## config.mk

```make
export PLATFORM = sky130hd
export DESIGN_NAME = incremental_pid_controller_core
export DESIGN_NICKNAME = d
export VERILOG_FILES = /design/src/ipid_pkg.sv /design/src/ipid_regs.sv /design/src/ipid_mac.sv /design/src/ipid_seq.sv /design/src/incremental_pid_controller_core.sv
export SDC_FILE = /design/constraint.sdc
export NUM_CORES = 1
export LEC_CHECK = 0
export BUFFER_PORTS_ARGS = -buffer_cell sky130_fd_sc_hd__buf_2
export CAP_MARGIN = 0
export CELL_PAD_IN_SITES_DETAIL_PLACEMENT = 0
export CELL_PAD_IN_SITES_GLOBAL_PLACEMENT = 1
export CORE_MARGIN = 2
export CORE_UTILIZATION = 48
export CTS_CLUSTER_DIAMETER = 100
export CTS_CLUSTER_SIZE = 24
export DETAILED_ROUTE_END_ITERATION = 12
export PLACE_DENSITY = 0.85
export SLEW_MARGIN = 20
export SYNTH_ARGS = -nofsm -noshare
export SYNTH_HDL_FRONTEND = slang
export SYNTH_SLANG_ARGS = --single-unit
```

## constraint.sdc

```tcl
create_clock -name aclk -period 6.25 [get_ports aclk]
set_clock_uncertainty 0.2 [all_clocks]
set_input_delay 0.3125 -clock aclk [delete_from_list [all_inputs] [get_ports aclk]]
set_output_delay 0.3125 -clock aclk [all_outputs]
set_load 0.01 [all_outputs]
```

## src/ipid_pkg.sv

```systemverilog
`default_nettype none

package ipid_pkg;

    // Datapath widths
    localparam int FRAC_SHIFT = 8;
    localparam int DATA_W     = 16;
    localparam int COEF_W     = 16;
    localparam int LIMIT_W    = 15;
    localparam int WEIGHT_W   = 9;
    localparam int NUM_TAPS   = 4;
    localparam int TAP_IDX_W  = 2;

    // APB register port
    localparam int PADDR_W = 5;
    localparam int PDATA_W = 32;
    localparam int REG_IDX_W = PADDR_W - 2;

    // Serial multiplier sizing
    localparam int MC_W      = DATA_W + 1;
    localparam int FILT_BITS = (FRAC_SHIFT + 1 > WEIGHT_W) ? FRAC_SHIFT + 1 : WEIGHT_W;
    localparam int MUL_W     = (FILT_BITS > COEF_W) ? FILT_BITS : COEF_W;
    localparam int ACC_W     = ((DATA_W + FRAC_SHIFT + 2) > (DATA_W + COEF_W + 2)) ?
                               (DATA_W + FRAC_SHIFT + 2) : (DATA_W + COEF_W + 2);
    localparam int CNT_W     = $clog2(MUL_W + 1);
    localparam int Q_W       = ACC_W - FRAC_SHIFT;
    localparam int U_W       = Q_W + 1;

    // Reset values
    localparam logic [LIMIT_W-1:0]  LIMIT_RST  = {LIMIT_W{1'b1}};
    localparam logic [WEIGHT_W-1:0] WEIGHT_RST = 9'd256;

    // Register map, in word order
    typedef enum logic [REG_IDX_W-1:0] {
        REG_B0      = 3'd0,
        REG_B1      = 3'd1,
        REG_B2      = 3'd2,
        REG_B3      = 3'd3,
        REG_LIMIT   = 3'd4,
        REG_FILT_EN = 3'd5,
        REG_WEIGHT  = 3'd6
    } reg_idx_t;

    // Configuration seen by the datapath
    typedef struct packed {
        logic [NUM_TAPS-1:0][COEF_W-1:0] coef;
        logic [LIMIT_W-1:0]              limit;
        logic                            filt_en;
        logic [WEIGHT_W-1:0]             weight;
    } cfg_t;

    // Command to the shift-add multiplier
    typedef struct packed {
        logic             start;
        logic             init;
        logic [ACC_W-1:0] acc_init;
        logic [MC_W-1:0]  mcand;
        logic [MUL_W-1:0] mplier;
        logic [CNT_W-1:0] nbits;
        logic             msb_neg;
    } mac_cmd_t;

    typedef struct packed {
        logic             busy;
        logic [ACC_W-1:0] acc;
    } mac_stat_t;

    // Finished result towards the output register
    typedef struct packed {
        logic              valid;
        logic [DATA_W-1:0] drive;
        logic              limited;
    } res_t;

endpackage

`default_nettype wire

```

## src/ipid_regs.sv

```systemverilog
`default_nettype none

module ipid_regs (
    input  logic                         aclk,
    input  logic                         aresetn,
    input  logic                         psel,
    input  logic                         penable,
    input  logic                         pwrite,
    input  logic [ipid_pkg::PADDR_W-1:0] paddr,
    input  logic [ipid_pkg::PDATA_W-1:0] pwdata,
    output logic [ipid_pkg::PDATA_W-1:0] prdata,
    output logic                         pready,
    output ipid_pkg::cfg_t               cfg
);

    logic [ipid_pkg::NUM_TAPS-1:0][ipid_pkg::COEF_W-1:0] coef_reg, coef_next;
    logic [ipid_pkg::LIMIT_W-1:0]  limit_reg, limit_next;
    logic                          filt_en_reg, filt_en_next;
    logic [ipid_pkg::WEIGHT_W-1:0] weight_reg, weight_next;

    ipid_pkg::reg_idx_t                reg_idx;
    logic [ipid_pkg::TAP_IDX_W-1:0]    tap_sel;
    logic [ipid_pkg::COEF_W-1:0]       coef_rd;
    logic                              wr_en;

    assign reg_idx = ipid_pkg::reg_idx_t'(paddr[ipid_pkg::PADDR_W-1:2]);
    assign tap_sel = paddr[ipid_pkg::TAP_IDX_W+1:2];
    assign wr_en   = psel & penable & pwrite;
    assign pready  = 1'b1;
    assign coef_rd = coef_reg[tap_sel];

    // Write decode
    always_comb begin
        coef_next    = coef_reg;
        limit_next   = limit_reg;
        filt_en_next = filt_en_reg;
        weight_next  = weight_reg;
        if (wr_en) begin
            case (reg_idx)
                ipid_pkg::REG_B0, ipid_pkg::REG_B1,
                ipid_pkg::REG_B2, ipid_pkg::REG_B3: begin
                    coef_next[tap_sel] = pwdata[ipid_pkg::COEF_W-1:0];
                end
                ipid_pkg::REG_LIMIT: begin
                    limit_next = pwdata[ipid_pkg::LIMIT_W-1:0];
                end
                ipid_pkg::REG_FILT_EN: begin
                    filt_en_next = pwdata[0];
                end
                ipid_pkg::REG_WEIGHT: begin
                    weight_next = pwdata[ipid_pkg::WEIGHT_W-1:0];
                end
                default: begin
                end
            endcase
        end
    end

    always_ff @(posedge aclk) begin
        if (!aresetn) begin
            coef_reg    <= '0;
            limit_reg   <= ipid_pkg::LIMIT_RST;
            filt_en_reg <= 1'b0;
            weight_reg  <= ipid_pkg::WEIGHT_RST;
        end else begin
            coef_reg    <= coef_next;
            limit_reg   <= limit_next;
            filt_en_reg <= filt_en_next;
            weight_reg  <= weight_next;
        end
    end

    // Read mux; coefficients read back sign-extended
    always_comb begin
        case (reg_idx)
            ipid_pkg::REG_B0, ipid_pkg::REG_B1,
            ipid_pkg::REG_B2, ipid_pkg::REG_B3: begin
                prdata = {{(ipid_pkg::PDATA_W-ipid_pkg::COEF_W){coef_rd[ipid_pkg::COEF_W-1]}},
                          coef_rd};
            end
            ipid_pkg::REG_LIMIT:   prdata = ipid_pkg::PDATA_W'(limit_reg);
            ipid_pkg::REG_FILT_EN: prdata = ipid_pkg::PDATA_W'(filt_en_reg);
            ipid_pkg::REG_WEIGHT:  prdata = ipid_pkg::PDATA_W'(weight_reg);
            default:               prdata = '0;
        endcase
    end

    assign cfg.coef    = coef_reg;
    assign cfg.limit   = limit_reg;
    assign cfg.filt_en = filt_en_reg;
    assign cfg.weight  = weight_reg;

endmodule

`default_nettype wire

```

## src/ipid_mac.sv

```systemverilog
`default_nettype none

// Bit-serial shift-add multiply-accumulate: one multiplier bit per cycle.
module ipid_mac (
    input  logic                aclk,
    input  logic                aresetn,
    input  ipid_pkg::mac_cmd_t  cmd,
    output ipid_pkg::mac_stat_t stat
);

    logic [ipid_pkg::ACC_W-1:0] acc_reg, acc_next;
    logic [ipid_pkg::ACC_W-1:0] mc_reg, mc_next;
    logic [ipid_pkg::MUL_W-1:0] mp_reg, mp_next;
    logic [ipid_pkg::CNT_W-1:0] cnt_reg, cnt_next;
    logic                       neg_reg, neg_next;
    logic                       last_bit;

    // The sign bit of a two's-complement multiplier carries negative weight
    assign last_bit = (cnt_reg == ipid_pkg::CNT_W'(1));

    always_comb begin
        acc_next = acc_reg;
        mc_next  = mc_reg;
        mp_next  = mp_reg;
        cnt_next = cnt_reg;
        neg_next = neg_reg;
        if (cmd.start) begin
            if (cmd.init) begin
                acc_next = cmd.acc_init;
            end
            mc_next  = {{(ipid_pkg::ACC_W-ipid_pkg::MC_W){cmd.mcand[ipid_pkg::MC_W-1]}},
                        cmd.mcand};
            mp_next  = cmd.mplier;
            cnt_next = cmd.nbits;
            neg_next = cmd.msb_neg;
        end else if (cnt_reg != '0) begin
            if (mp_reg[0]) begin
                if (neg_reg && last_bit) begin
                    acc_next = acc_reg - mc_reg;
                end else begin
                    acc_next = acc_reg + mc_reg;
                end
            end
            mc_next  = mc_reg << 1;
            mp_next  = mp_reg >> 1;
            cnt_next = cnt_reg - ipid_pkg::CNT_W'(1);
        end
    end

    // Control
    always_ff @(posedge aclk) begin
        if (!aresetn) begin
            cnt_reg <= '0;
            neg_reg <= 1'b0;
        end else begin
            cnt_reg <= cnt_next;
            neg_reg <= neg_next;
        end
    end

    // Datapath
    always_ff @(posedge aclk) begin
        acc_reg <= acc_next;
        mc_reg  <= mc_next;
        mp_reg  <= mp_next;
    end

    assign stat.busy = (cnt_reg != '0);
    assign stat.acc  = acc_reg;

endmodule

`default_nettype wire

```

## src/ipid_seq.sv

```systemverilog
`default_nettype none

// Step sequencer: error history, filter, four taps, scaling, accumulate, clamp.
module ipid_seq (
    input  logic                              aclk,
    input  logic                              aresetn,
    input  logic                              s_valid,
    output logic                              s_ready,
    input  logic signed [ipid_pkg::DATA_W-1:0] s_error_sample,
    input  ipid_pkg::cfg_t                    cfg,
    output ipid_pkg::mac_cmd_t                mac_cmd,
    input  ipid_pkg::mac_stat_t               mac_stat,
    output ipid_pkg::res_t                    res,
    input  logic                              res_ready
);

    typedef enum logic [6:0] {
        ST_IDLE  = 7'b0000001,
        ST_FILT  = 7'b0000010,
        ST_ISSUE = 7'b0000100,
        ST_MUL   = 7'b0001000,
        ST_DIV   = 7'b0010000,
        ST_ADD   = 7'b0100000,
        ST_CLAMP = 7'b1000000
    } state_t;

    localparam int DW = ipid_pkg::DATA_W;
    localparam int AW = ipid_pkg::ACC_W;
    localparam int UW = ipid_pkg::U_W;
    localparam int QW = ipid_pkg::Q_W;
    localparam logic [ipid_pkg::MUL_W-1:0] SCALE_M =
        ipid_pkg::MUL_W'(64'd1 << ipid_pkg::FRAC_SHIFT);
    localparam logic [AW-1:0] RND_BIAS = AW'((64'd1 << ipid_pkg::FRAC_SHIFT) - 64'd1);

    state_t                                        state_reg, state_next;
    logic [ipid_pkg::TAP_IDX_W-1:0]                tap_reg, tap_next;
    logic [ipid_pkg::NUM_TAPS-1:0][DW-1:0]         hist_reg, hist_next;
    logic [DW-1:0]                                 out_acc_reg, out_acc_next;
    logic [QW-1:0]                                 q_reg, q_next;
    logic [UW-1:0]                                 u_reg, u_next;

    logic [ipid_pkg::MUL_W-1:0] w_ext, w_eff;
    logic [AW-1:0]              filt_base;
    logic [ipid_pkg::MC_W-1:0]  diff;
    logic [DW-1:0]              tap_err;
    logic [ipid_pkg::COEF_W-1:0] tap_coef;
    logic [AW-1:0]              rnd;
    logic signed [AW-1:0]       q_full;
    logic [UW-1:0]              lim_u, lim_n, clamp_val;
    logic                       clip;

    // Smoothing weight, held at full scale when off or out of range
    assign w_ext = ipid_pkg::MUL_W'(cfg.weight);
    assign w_eff = (!cfg.filt_en || (w_ext > SCALE_M)) ? SCALE_M : w_ext;

    // ((F-w)*prev + w*err) rewritten as F*prev + w*(err-prev)
    assign filt_base = {{(AW-DW){hist_reg[0][DW-1]}}, hist_reg[0]} << ipid_pkg::FRAC_SHIFT;
    assign diff      = {s_error_sample[DW-1], s_error_sample} -
                       {hist_reg[0][DW-1], hist_reg[0]};

    assign tap_err  = hist_reg[tap_reg];
    assign tap_coef = cfg.coef[tap_reg];

    // Divide by the scale, truncating toward zero
    assign rnd    = mac_stat.acc + (mac_stat.acc[AW-1] ? RND_BIAS : '0);
    assign q_full = $signed(rnd) >>> ipid_pkg::FRAC_SHIFT;

    // Symmetric clamp
    assign lim_u = UW'(cfg.limit);
    assign lim_n = '0 - lim_u;
    always_comb begin
        clamp_val = u_reg;
        clip      = 1'b0;
        if ($signed(u_reg) > $signed(lim_u)) begin
            clamp_val = lim_u;
            clip      = 1'b1;
        end else if ($signed(u_reg) < $signed(lim_n)) begin
            clamp_val = lim_n;
            clip      = 1'b1;
        end
    end

    assign s_ready = (state_reg == ST_IDLE);

    // Sequencer
    always_comb begin
        state_next   = state_reg;
        tap_next     = tap_reg;
        hist_next    = hist_reg;
        out_acc_next = out_acc_reg;
        q_next       = q_reg;
        u_next       = u_reg;
        mac_cmd      = '0;
        res.valid    = 1'b0;
        res.drive    = clamp_val[DW-1:0];
        res.limited  = clip;
        case (state_reg)
            ST_IDLE: begin
                if (s_valid) begin
                    hist_next[ipid_pkg::NUM_TAPS-1:1] = hist_reg[ipid_pkg::NUM_TAPS-2:0];
                    mac_cmd.start    = 1'b1;
                    mac_cmd.init     = 1'b1;
                    mac_cmd.acc_init = filt_base;
                    mac_cmd.mcand    = diff;
                    mac_cmd.mplier   = w_eff;
                    mac_cmd.nbits    = ipid_pkg::CNT_W'(ipid_pkg::FILT_BITS);
                    mac_cmd.msb_neg  = 1'b0;
                    state_next       = ST_FILT;
                end
            end
            ST_FILT: begin
                if (!mac_stat.busy) begin
                    hist_next[0] = q_full[DW-1:0];
                    tap_next     = '0;
                    state_next   = ST_ISSUE;
                end
            end
            ST_ISSUE: begin
                mac_cmd.start    = 1'b1;
                mac_cmd.init     = (tap_reg == '0);
                mac_cmd.acc_init = '0;
                mac_cmd.mcand    = {tap_err[DW-1], tap_err};
                mac_cmd.mplier   = {{(ipid_pkg::MUL_W-ipid_pkg::COEF_W)
                                     {tap_coef[ipid_pkg::COEF_W-1]}}, tap_coef};
                mac_cmd.nbits    = ipid_pkg::CNT_W'(ipid_pkg::COEF_W);
                mac_cmd.msb_neg  = 1'b1;
                state_next       = ST_MUL;
            end
            ST_MUL: begin
                if (!mac_stat.busy) begin
                    if (tap_reg == ipid_pkg::TAP_IDX_W'(ipid_pkg::NUM_TAPS - 1)) begin
                        state_next = ST_DIV;
                    end else begin
                        tap_next   = tap_reg + ipid_pkg::TAP_IDX_W'(1);
                        state_next = ST_ISSUE;
                    end
                end
            end
            ST_DIV: begin
                q_next     = q_full[QW-1:0];
                state_next = ST_ADD;
            end
            ST_ADD: begin
                u_next     = {{(UW-DW){out_acc_reg[DW-1]}}, out_acc_reg} +
                             {q_reg[QW-1], q_reg};
                state_next = ST_CLAMP;
            end
            ST_CLAMP: begin
                res.valid = 1'b1;
                if (res_ready) begin
                    out_acc_next = clamp_val[DW-1:0];
                    state_next   = ST_IDLE;
                end
            end
            default: begin
                state_next = ST_IDLE;
            end
        endcase
    end

    // Control and controller state
    always_ff @(posedge aclk) begin
        if (!aresetn) begin
            state_reg   <= ST_IDLE;
            tap_reg     <= '0;
            hist_reg    <= '0;
            out_acc_reg <= '0;
        end else begin
            state_reg   <= state_next;
            tap_reg     <= tap_next;
            hist_reg    <= hist_next;
            out_acc_reg <= out_acc_next;
        end
    end

    // Intermediate results
    always_ff @(posedge aclk) begin
        q_reg <= q_next;
        u_reg <= u_next;
    end

endmodule

`default_nettype wire

```

## src/incremental_pid_controller_core.sv

```systemverilog
// Incremental (velocity-form) PID controller. Each request carries one signed
// error sample; the block optionally smooths it, keeps the last four errors,
// adds the scaled weighted sum of them to its running output, clamps that to
// plus or minus output_limit and returns the output with a flag that is set
// when the clamp acted. All products run through one bit-serial shift-add
// multiplier, one multiplier bit per cycle, so a new request is accepted only
// after the previous one has finished and its result has entered the output
// register. The result waits there to be taken, so a new request may start
// meanwhile. Registers (APB, byte addresses): 0x00-0x0C coef_b0..coef_b3,
// 0x10 output_limit, 0x14 filter_enable, 0x18 filter_weight. Write them only
// while the block is idle.
`default_nettype none

module incremental_pid_controller_core (
    input  logic                                aclk,
    input  logic                                aresetn,
    input  logic                                psel,
    input  logic                                penable,
    input  logic                                pwrite,
    input  logic [ipid_pkg::PADDR_W-1:0]        paddr,
    input  logic [ipid_pkg::PDATA_W-1:0]        pwdata,
    output logic [ipid_pkg::PDATA_W-1:0]        prdata,
    output logic                                pready,
    input  logic                                s_valid,
    output logic                                s_ready,
    input  logic signed [ipid_pkg::DATA_W-1:0]  s_error_sample,
    output logic                                m_valid,
    input  logic                                m_ready,
    output logic signed [ipid_pkg::DATA_W-1:0]  m_drive_value,
    output logic                                m_limited
);

    ipid_pkg::cfg_t      cfg;
    ipid_pkg::mac_cmd_t  mac_cmd;
    ipid_pkg::mac_stat_t mac_stat;
    ipid_pkg::res_t      res;
    logic                res_ready;

    logic                        m_valid_reg, m_valid_next;
    logic [ipid_pkg::DATA_W-1:0] m_drive_reg, m_drive_next;
    logic                        m_limited_reg, m_limited_next;

    ipid_regs u_regs (
        .aclk    (aclk),
        .aresetn (aresetn),
        .psel    (psel),
        .penable (penable),
        .pwrite  (pwrite),
        .paddr   (paddr),
        .pwdata  (pwdata),
        .prdata  (prdata),
        .pready  (pready),
        .cfg     (cfg)
    );

    ipid_mac u_mac (
        .aclk    (aclk),
        .aresetn (aresetn),
        .cmd     (mac_cmd),
        .stat    (mac_stat)
    );

    ipid_seq u_seq (
        .aclk           (aclk),
        .aresetn        (aresetn),
        .s_valid        (s_valid),
        .s_ready        (s_ready),
        .s_error_sample (s_error_sample),
        .cfg            (cfg),
        .mac_cmd        (mac_cmd),
        .mac_stat       (mac_stat),
        .res            (res),
        .res_ready      (res_ready)
    );

    // Output register: free when empty or being drained
    assign res_ready = !m_valid_reg || m_ready;

    always_comb begin
        m_valid_next   = m_valid_reg;
        m_drive_next   = m_drive_reg;
        m_limited_next = m_limited_reg;
        if (res.valid && res_ready) begin
            m_valid_next   = 1'b1;
            m_drive_next   = res.drive;
            m_limited_next = res.limited;
        end else if (m_ready) begin
            m_valid_next = 1'b0;
        end
    end

    always_ff @(posedge aclk) begin
        if (!aresetn) begin
            m_valid_reg <= 1'b0;
        end else begin
            m_valid_reg <= m_valid_next;
        end
    end

    always_ff @(posedge aclk) begin
        m_drive_reg   <= m_drive_next;
        m_limited_reg <= m_limited_next;
    end

    assign m_valid       = m_valid_reg;
    assign m_drive_value = m_drive_reg;
    assign m_limited     = m_limited_reg;

endmodule

`default_nettype wire

```

* Yosys cells after proc, flatten, opt, wreduce, memory -nomap -nowiden *
Index checks and enable logic that the tools add are counted.

word-level totals
  register bits after elaboration = 339
  bits in latches = 0
  memory bits (writable) = 0
  bits in read-only memories = 0
  input bits = 60
  output and inout port bits = 52
  word-level logic and storage cells = 128
  memories = 0

cells by class
  add/subtract/negate cells = 8
  $mul = 0
  divide/modulo/power cells = 0
  magnitude comparators = 6
  eq/ne operators = 21
  shift operators = 0
  muxes and demuxes = 41
  bitwise operators = 3
  reduce and logical (&&, ||, !) cells = 25

operators with widths
  operator                                              count
  two-way mux 34 bit                                    7
  case mux 75 bit (2 select lines)                      1
  two-way mux 16 bit                                    8
  case mux 32 bit (4 select lines)                      1
  binary-select mux 16 bit (select 2 bit)               3
  two-way mux 75 bit                                    1
  adder 34 bit                                          2
  bitwise mux 64 bit                                    1
  case mux 7 bit (7 select lines)                       1
  subtractor 34 bit                                     1
  demux 16 bit (select 2 bit)                           1
  two-way mux 7 bit                                     4
  adder 16 x 26 -> 27 bit                               1
  greater-than comparator 27 x 16 -> 1 bit              1
  less-than comparator 27 x 16 -> 1 bit                 1
  subtractor 16 x 16 -> 17 bit                          1
  subtractor 1 x 15 -> 16 bit, first input constant     1
  two-way mux 5 bit                                     3
  AND reduction 2 bit                                   7
  inequality test 2 bit, second input constant          6
  equality test 3 bit, second input constant            3
  greater-than comparator 9 bit, second input constant  1
  two-way mux 9 bit                                     1
  two-way mux 8 bit                                     1
  30 further kinds                                      46

* Longest topological paths before layout *
Gate-level depths: netlist (run 1).

  depth in word-level cells = 7
  depth in mapped cells = 20
  mapped depth without buffers = 18

* By module *
Synthesis (run 1) repeated with hierarchy kept, for this count alone.

second synthesis, totals
  cell total of the unflattened synthesis = 2341
  area total of the unflattened synthesis = 21867.2 um^2

modules (own cells, without submodules)
  module                           times used  cells each  area each (um^2)  seq. area each (um^2)
  ipid_seq                         1           1250        10746.6           3373.2
  ipid_mac                         1           629         6180.9            2642.5
  ipid_regs                        1           440         4371.7            1781.7
  incremental_pid_controller_core  1           22          568.0             530.5

* Least setup slack after synthesis (run 1) *
OpenSTA, ideal clock, no wires.

  path type = register to register
  start = reg u_regs.limit_reg[2] (netlist bit)
  end = reg m_drive_reg (netlist bit m_drive_value[5]) (data pin)
  setup time = 0.270 ns
  arrival = 4.939 ns
  required time = 5.780 ns
  slack = 0.841 ns
  stages on the path, launching flop included = 17
  buffers on the path = 3
  period minus slack after synthesis = 5.409 ns
  cells stage by stage = dfxtp_1 -> buf_2 -> or3_4 -> nor3_4 -> nand3_1 -> or4_4 -> nor4_1 -> ha_1 -> a21oi_1 -> o21ai_0 -> a21oi_1 -> nand3_1 -> o31ai_2 -> buf_2 -> buf_1 -> mux2i_1 -> a21oi_1

RTL lines
  item                    line                                    source
  from (decl)             ipid_regs.sv:17                         logic [ipid_pkg::LIMIT_W-1:0] limit_reg, limit_next;
  from (signal assigned)  ipid_regs.sv:62                         limit_reg <= ipid_pkg::LIMIT_RST;
  from (signal assigned)  ipid_regs.sv:67                         limit_reg <= limit_next;
  to (signal assigned)    incremental_pid_controller_core.sv:101  m_drive_reg <= m_drive_next;
  to (decl)               incremental_pid_controller_core.sv:40   logic [ipid_pkg::DATA_W-1:0] m_drive_reg, m_drive_next;

* Worst setup path after layout (run 1) *
  start = reg u_mac.mc_reg[0] (netlist bit)
  end = reg u_mac.acc_reg[31] (netlist bit) (data pin)

between the ends
  cells in the longest elaborated chain, start to end = 5
  elaborated cells between the ends (all ways) = 6
  classes of those cells = add/sub: 2; mux: 4

ends and longest elaborated chain
  item                                                      line                            source
  from (decl)                                               ipid_mac.sv:12                  logic [ipid_pkg::ACC_W-1:0] mc_reg, mc_next;
  from (signal assigned)                                    ipid_mac.sv:64                  mc_reg <= mc_next;
  adder 34 bit / subtractor 34 bit (equally long branches)  ipid_mac.sv:41, ipid_mac.sv:39
  two-way mux 34 bit (*)                                    ipid_mac.sv:38                  if (neg_reg && last_bit) begin
  two-way mux 34 bit (*)                                    ipid_mac.sv:37                  if (mp_reg[0]) begin
  two-way mux 34 bit (*)                                    ipid_mac.sv:36                  end else if (cnt_reg != '0) begin
  two-way mux 34 bit (*)                                    ipid_mac.sv:27                  if (cmd.start) begin
  net u_mac.acc_next, one bit                               ipid_mac.sv:11                  logic [ipid_pkg::ACC_W-1:0] acc_reg, acc_next;
  to (signal assigned)                                      ipid_mac.sv:63                  acc_reg <= acc_next;
  to (decl)                                                 ipid_mac.sv:11

Mark *: on every way through the listed nets, which the timed path passes. The rest lies on a longest branch. The select of a mux whose other input is x is not followed.
A chain may end at the register's enable or synchronous reset.

==> results of run 1 <==
[placed cells by master (no fill, tap or decap), types with 10 or more instances in the layout]
cell,instances
mux4_2,48
clkbuf_1,10
o211ai_1,20
buf_2,92
nand3_1,49
a21o_1,57
nor3_1,28
edfxtp_1,154
nor2b_1,18
nand2_1,360
a31oi_1,10
nand4_1,18
a21oi_1,245
dlygate4sd3_1,17
or3_1,15
o31ai_1,11
xnor2_1,75
nor2_1,129
o21a_1,10
buf_4,15
inv_1,81
mux2i_1,31
a22oi_1,23
o21ai_0,119
o31a_1,12
ha_1,130
o22ai_1,10
xor2_1,55
and3_1,15
nand2b_1,26
clkbuf_16,20
dfxtp_1,183
[stage by stage]
step / setup slack (ns) / total power, W / utilization, % / hold WS, ns / area, um2
floorplan: 0.841 / 0.00549 / - / 0.233 / 20500
global placement: 1.16 / 0.00622 / 50.5 / 0.241 / 21200
finish: 0.972 / 0.00767 / 52.3 / 0.0730 / 22000
detailed placement: 1.03 / 0.00629 / 50.5 / 0.248 / 21200
global route: 0.523 / 0.00814 / 52.3 / 0.110 / 22000
CTS: 0.985 / 0.00767 / 52.2 / 0.0564 / 22000
[worst max-delay path by stage]
| stage | from | slack [ns] | end | cells after the start |
|---|---|---|---|---|
| after floorplan | u_regs.limit_reg[2]$_SDFFE_PN1P_ | 0.84 | m_drive_value[5]$_DFFE_PP_ | 16 |
| after global placement | u_mac.mc_reg[0]$_SDFFCE_PN0P_ | 1.16 | u_mac.acc_reg[31]$_DFFE_PP_ | 16 |
| after detailed placement | u_mac.mc_reg[0]$_SDFFCE_PN0P_ | 1.03 | u_mac.acc_reg[31]$_DFFE_PP_ | 16 |
| after CTS | u_mac.mc_reg[0]$_SDFFCE_PN0P_ | 0.99 | u_mac.acc_reg[31]$_DFFE_PP_ | 16 |
| after global routing | u_mac.mc_reg[5]$_DFFE_PP_ | 0.52 | u_mac.acc_reg[31]$_DFFE_PP_ | 15 |
| final | u_mac.mc_reg[0]$_SDFFCE_PN0P_ | 0.97 | u_mac.acc_reg[31]$_DFFE_PP_ | 16 |
[power groups by stage]
stage / clock network [W] / logic, W / registers (W)
2_1_floorplan: 0 / 0.00235 / 0.00314
3_3_place_gp: 0 / 0.00296 / 0.00326
3_5_place_dp: 0 / 0.00301 / 0.00328
4_1_cts: 0.00140 / 0.00304 / 0.00323
5_1_grt: 0.00147 / 0.00339 / 0.00327
6_report: 0.00138 / 0.00306 / 0.00324
[routing by layer]
layer  vias to the layer above  global-route usage [%]  wire [um]
met5                         -                       0          0
met4                         0                    7.80       1770
met3                        99                    3.48       4020
met2                       556                    39.3      25300
met1                      8090                    34.3      24600
li1                       8010                       -          -
[logic make-up after synthesis]
family	after synthesis	share of synthesized area (%)
xor+xnor	130	5.56
mux	81	6.90
other cells	1	0.0183
fa+ha+maj	133	8.23
buf+inv	216	4.33
compound gates	596	18.1
flops	339	40.6
simple gates	729	16.2
[final cells by class]
type	instances	area (um2)
clock buffer	30	538
tap	539	674
fill	3879	20100
antenna	1	2.50
clock inverter	2	33.8
sequential	339	8330
inverter	83	314
timing repair buffer	125	763
multi-input combinational	1670	11300
[worst max-delay path, delay by kind of cell (launching register included)]
kind | cells | cell delay, ns
adders and majority gates | 2 | 0.56
and+or+nand+nor | 6 | 1.42
DFF | 1 | 0.51
AOI/OAI and AO/OA | 6 | 2.05
buffers and inverters | 1 | 0.13
xor gates and xnor gates | 1 | 0.16
==> summary.md, run 1 <==
| Metric | Value |
|---|---|
| WL per Instance | `20.0 um` |
| Crit end category | `flop` |
| Syn_nets | `2418` |
| Die area | `0.0444 mm2` |
| CTS resizes | `0` |
| Chip width | `211 um` |
| Clock Power Share | `17.9%` |
| Crit Path Max Fanout | `6` |
| Post-synthesis sequential area ratio | `40.6%` |
| Tcrit/Tclk final | `84.4%` |
| Critical path class | `reg -> reg` |
| Sequential Power Share | `42.2%` |
| PD cells | `349 mW/mm2` |
| Max-slew violations | `0` |
| Pint | `0.00473 W` |
| Worst-margin pin slew | `1.18 ns` |
| Hold violation count in the final report | `0` |
| GRT Total Usage | `24.5%` |
| Cell variety after synth | `85` |
| Min-delay worst type | `in -> reg` |
| Max incr delay on CP | `0.89 ns` |
| Total core area | `0.0420 mm2` |
| Required @ worst endpoint | `6.35 ns` |
| Initial Util | `48.8%` |
| Port bufs | `92` |
| RSZ-0062 raised after global routing | `false` |
| Leakage | `8.46 nW` |
| Switching Share | `38.3%` |
| Hold Startpoint | `aresetn` |
| Cts hold-fix bufs | `17` |
| Number of antenna violations at the first check in global routing | `1` |
| Worst r2r path cells | `16` |
| CTS Buf Count | `18` |
| Status | `finished, final reports clean` |
| #FFs+latches synth | `339` |
| Root Buffer | `clkbuf_16` |
| Area contributors post-synth | `edfxtp_1 (23%), dfxtp_1 (18%), ha_1 (7.9%), nand2_1 (6.6%), a21oi_1 (6.0%)` |
| Via-to-Cell Ratio | `6.01` |
| Synthesized area | `0.0205 mm2` |
| Switching Power | `0.00294 W` |
| Post-CTS repair timing setup buffer count | `0` |
| Critical Path, Cell by Cell | `inv_1, ha_1, nand2_1, or3_1, or3_1, o41ai_4, xor2_1, ha_1, nand3_1, a2111oi_0, nand2_1, a21oi_1, nor2_1, a21oi_1, o21ai_0, a32o_1` |
| FF-to-FF setup slack | `0.97 ns` |
| Area delta synth->final | `7.25%` |
| DRT iter0 DRCs | `1594` |
| First-pass GRT wire length | `86.2 mm` |
| Maximum VDD drop | `0.212 mV` |
| Synth Warn # | `0` |
| Fin crit period | `5.28 ns` |
| Max Cap Viol | `0` |
| # DRC | `0` |
| CTS Sinks | `339` |
| Share of the synthesized area in the top cell type | `22.6%` |
| TritonCTS clock tree | `yes` |
| Ports | `112` |
| Row count | `75` |
| Synth Flop Type | `dfxtp_1` |
| Relative slew slack | `20.6%` |
| Worst hold path depth | `2` |
| Combinational power share | `39.9%` |
| Drt total wl | `55.7 mm` |
| Reg2reg end | `u_mac.acc_reg[31]$_DFFE_PP_` |
| Layout cells sized above 1 | `10.1%` |
| Total gr overflow | `0` |
| Most common cell in the netlist | `nand2_1` |
| Skew-Pair Late Insertion Delay | `0.54 ns` |
| Hold EP | `u_seq.state_reg[0]$_SDFFE_PN1P_` |
| Chip height | `211 um` |
| Routed via count | `16800` |
| CTS clk-pin slew, worst paths | `0.10 ns` |
| Clock Tree Buf Depth | `3` |
| CP startpoint kind | `flop` |
| Fin Setup TNS | `0 ns` |
| Pre-Repair DR Iteration Count | `5` |
| Placed Instances | `2738` |
| Max reg flops | `64` |
| Post-synth EDFFs | `154` |
| Antenna Violating Nets Remaining | `0` |
| Final HPWL DP | `40.3 mm` |
| H-tree depth | `1` |
| CP max-delay cell | `a2111oi_0` |
| Cell accounting for the most synthesized area | `edfxtp_1` |
| Vias in the first global route | `15800` |
| Max frequency | `0.189 GHz` |
| Final setup fails | `0` |
| Mapped Cells | `2225` |
| Routability congestion estimate | `0.936` |
| Crit path DAT | `5.38 ns` |
| Nets | `2430` |
| Synth Area per Inst | `9.21 um2` |
| Largest net degree at the start of global routing | `81` |
| Post-synth top cells | `nand2_1 (362), a21oi_1 (245), dfxtp_1 (185)` |
| Post-synth ARST share | `0%` |
| Final non-filler cell total | `2789` |
| R2r startpoint | `u_mac.mc_reg[0]$_SDFFCE_PN0P_` |
Note: power is estimated with default switching activity, not from simulation.
==> run 2, diff against run 1 <==
--- a/config.mk
+++ b/config.mk
@@ -5,16 +5,17 @@
 export SDC_FILE = /design/constraint.sdc
 export NUM_CORES = 1
 export LEC_CHECK = 0
+export ABC_AREA = 1
 export BUFFER_PORTS_ARGS = -buffer_cell sky130_fd_sc_hd__buf_2
 export CAP_MARGIN = 0
 export CELL_PAD_IN_SITES_DETAIL_PLACEMENT = 0
 export CELL_PAD_IN_SITES_GLOBAL_PLACEMENT = 1
 export CORE_MARGIN = 2
-export CORE_UTILIZATION = 48
+export CORE_UTILIZATION = 46
 export CTS_CLUSTER_DIAMETER = 100
 export CTS_CLUSTER_SIZE = 24
 export DETAILED_ROUTE_END_ITERATION = 12
-export PLACE_DENSITY = 0.85
+export PLACE_DENSITY = 0.86
 export SLEW_MARGIN = 20
 export SYNTH_ARGS = -nofsm -noshare
 export SYNTH_HDL_FRONTEND = slang
==> constraint.sdc (replaced) <==
create_clock -name aclk -period 5.1 [get_ports aclk]
set_clock_uncertainty 0.2 [all_clocks]
set_input_delay 0.255 -clock aclk [delete_from_list [all_inputs] [get_ports aclk]]
set_output_delay 0.255 -clock aclk [all_outputs]
set_load 0.01 [all_outputs]
==> run 2 against run 1 <==
  * Via count up 20%
  * Critical path type unchanged
  * Routed wire length up 19%
  * Highest routed layer unchanged
  * Largest power group is now combinational logic
  * Maximum frequency up 23%
==> summary.md, run 2 <==
| Metric | Value |
|---|---|
| Status | `finished, final reports clean` |
| Worst hold path depth | `4` |
| Share of the synthesized area in the top cell type | `21.3%` |
| Post-route cell area | `0.0233 mm2` |
| Initial Util | `46.6%` |
| Pre-Repair DR Iteration Count | `8` |
| Clock Tree Buf Depth | `3` |
| Filler Cell Count | `4609` |
| Routed via count | `20200` |
| Most common cell in the netlist | `nand2_1` |
| Leakage | `10.1 nW` |
| Chip height | `221 um` |
| Post-synth EDFFs | `154` |
| Synth Warn # | `0` |
| Antenna Violating Nets Remaining | `0` |
| Cell variety after synth | `61` |
| Cell accounting for the most synthesized area | `edfxtp_1` |
| Largest delay share family, worst path | `compound AO/OA/AOI/OAI gates` |
| Max frequency | `0.233 GHz` |
| Post-synthesis sequential area ratio | `38.4%` |
| Synth Flop Type | `dfxtp_1` |
| Critical Path, Cell by Cell | `inv_1, ha_1, nand4_1, buf_4, inv_1, or2_2, xor2_1, ha_1, a21oi_1, o21ai_0, a21oi_1, o21ai_0, nand4_1, a21oi_1, o21ai_0` |
| Final HPWL DP | `49.6 mm` |
| Post-synth ARST share | `0%` |
| Synth Area per Inst | `7.49 um2` |
| Post-place instance area | `0.0225 mm2` |
| Max reg flops | `64` |
| WP depth | `15` |
| DRT iter0 DRCs | `1898` |
| CP max-delay cell | `o21ai_0` |
| Worst-margin pin slew | `1.02 ns` |
| Max incr delay on CP | `0.53 ns` |
| Crit Path Max Fanout | `24` |
| Routability congestion estimate | `0.895` |
| First-pass GRT wire length | `104 mm` |
| CTS resizes | `0` |
| Chip width | `221 um` |
| Via-to-Cell Ratio | `5.67` |
| Ports | `112` |
| Layout cells sized above 1 | `7.32%` |
| Row count | `79` |
| Critical path class | `reg -> reg` |
| TritonCTS clock tree | `yes` |
| Maximum VDD drop | `0.412 mV` |
| Crit path DAT | `4.35 ns` |
| GRT Total Usage | `26.2%` |
| Syn_nets | `3092` |
| WL per Instance | `18.6 um` |
| Worst r2r path cells | `15` |
| Area contributors post-synth | `edfxtp_1 (21%), dfxtp_1 (17%), nand2_1 (8.9%), ha_1 (7.5%), o21ai_0 (7.2%)` |
| Mapped Cells | `2899` |
| Drt total wl | `66.0 mm` |
| Total core area | `0.0466 mm2` |
| PD cells | `462 mW/mm2` |
| Area delta synth->final | `7.40%` |
| Port bufs | `92` |
| Max-slew violations | `0` |
| CTS Buf Count | `18` |
| Die area | `0.0489 mm2` |
| Final setup fails | `0` |
| #FFs+latches synth | `339` |
| H-tree depth | `1` |
| Nets | `3130` |
| CTS clk-pin slew, worst paths | `0.10 ns` |
| Relative slew slack | `31.8%` |
| Hold violation count in the final report | `0` |
| Root Buffer | `clkbuf_16` |
| Largest net degree at the start of global routing | `71` |
| Number of antenna violations at the first check in global routing | `0` |
| Commonest non-fill, non-tap cell in the layout | `nand2_1` |
| Total gr overflow | `0` |
| Most frequent cells in the layout | `nand2_1 (516), inv_1 (325), o21ai_0 (313)` |
| Critical path buffers and inverters | `3` |
| Synthesized area | `0.0217 mm2` |
| Vias in the first global route | `18700` |
| # DRC | `0` |
| Min-delay worst type | `in -> reg` |
| Fin Setup TNS | `0 ns` |
| Fin crit period | `4.29 ns` |
| Tcrit/Tclk final | `84.1%` |
| CP startpoint kind | `flop` |
| Max Cap Viol | `0` |
| CTS Sinks | `339` |
| Worst-case hold slack | `0.0178 ns` |
| Post-synth top cells | `nand2_1 (517), inv_1 (326), o21ai_0 (313)` |
| Required @ worst endpoint | `5.16 ns` |
| Skew-Pair Late Insertion Delay | `0.56 ns` |
| Antenna Cells | `0` |
| Crit end category | `flop` |
| RSZ-0062 raised after global routing | `false` |
-- run 2: area by class of cell --
cell class	count	area, um2	area share [%]
multi-input cells	2102	11500	49.4
clock buffers	30	559	2.40
flip-flops and latches	339	8330	35.7
repair buffers	136	841	3.61
well taps	607	759	3.26
inverters	340	1280	5.48
clock inverters	2	27.5	0.118
-- run 2: metal layers --
| layer | vias up | share of wire [%] | track usage (%) | wire length [um] |
|---|---|---|---|---|
| met5 | - | 0 | 0 | 0 |
| met1 | 9440 | 44 | 35.7 | 28900 |
| met4 | 0 | 3.2 | 7.84 | 2120 |
| li1 | 9911 | - | - | - |
| met3 | 99 | 5.9 | 2.32 | 3900 |
| met2 | 720 | 47 | 44.3 | 31200 |
-- run 2: worst reg2reg max path: cells and delay by family (launching register included) --
kind,cells,cell delay [ns]
buffers and inverters,3,0.73
AOI/OAI and AO/OA,6,1.31
adders and majority gates,2,0.56
and+or+nand+nor,3,0.70
DFF,1,0.36
xor gates and xnor gates,1,0.15
-- run 2: what timing repair did --
item                      CTS  global route
buffers inserted            0             0
hold buffers               19             0
hold endpoints to repair   95             0
-- run 2: cell families (layout without fill, tap and decap cells) --
| family | Yosys count | count (layout) | share of synthesized area, % |
|---|---|---|---|
| fa+ha+maj | 133 | 133 | 7.77 |
| flops | 339 | 339 | 38.4 |
| simple gates | 1143 | 1143 | 23.0 |
| compound gates | 734 | 734 | 18.5 |
| xor+xnor | 91 | 91 | 3.67 |
| buf+inv | 458 | 508 | 8.61 |
| other cells | 1 | 1 | 0.0173 |
-- run 2: final timing paths --
| kind | from | slack (ns) | end |
|---|---|---|---|
| setup / recovery | u_mac.cnt_reg[1]$_SDFFE_PN0P_ | 0.81 | u_mac.acc_reg[30]$_DFFE_PP_ |
| hold / removal | s_error_sample[0] | 0.02 | u_mac.mc_reg[0]$_SDFFCE_PN0P_ |
| setup reg to reg | u_mac.cnt_reg[1]$_SDFFE_PN0P_ | 0.81 | u_mac.acc_reg[30]$_DFFE_PP_ |
| hold reg to reg | u_mac.neg_reg$_SDFFE_PN0P_ | 0.27 | u_mac.neg_reg$_SDFFE_PN0P_ |
-- run 2: power by group --
part / switching [W] / total (W) / leakage [nW] / internal [W]
sequential: 0.000484 / 0.00408 / 2.99 / 0.00359
clock: 0.000935 / 0.00171 / 0.282 / 0.000771
combinational: 0.00335 / 0.00500 / 6.83 / 0.00165
-- run 2: per-stage QoR --
step | worst slack (ns) | total power (W) | instances | utilization, %
6_report | 0.810 | 0.0108 | 3556 | 50.1
3_3_place_gp | 0.892 | 0.00897 | 3505 | 48.4
3_5_place_dp | 0.847 | 0.00902 | 3505 | 48.4
5_1_grt | 0.519 | 0.0115 | 3556 | 50.1
2_1_floorplan | 1.07 | 0.00756 | 2899 | -
4_1_cts | 0.861 | 0.0108 | 3556 | 50.1
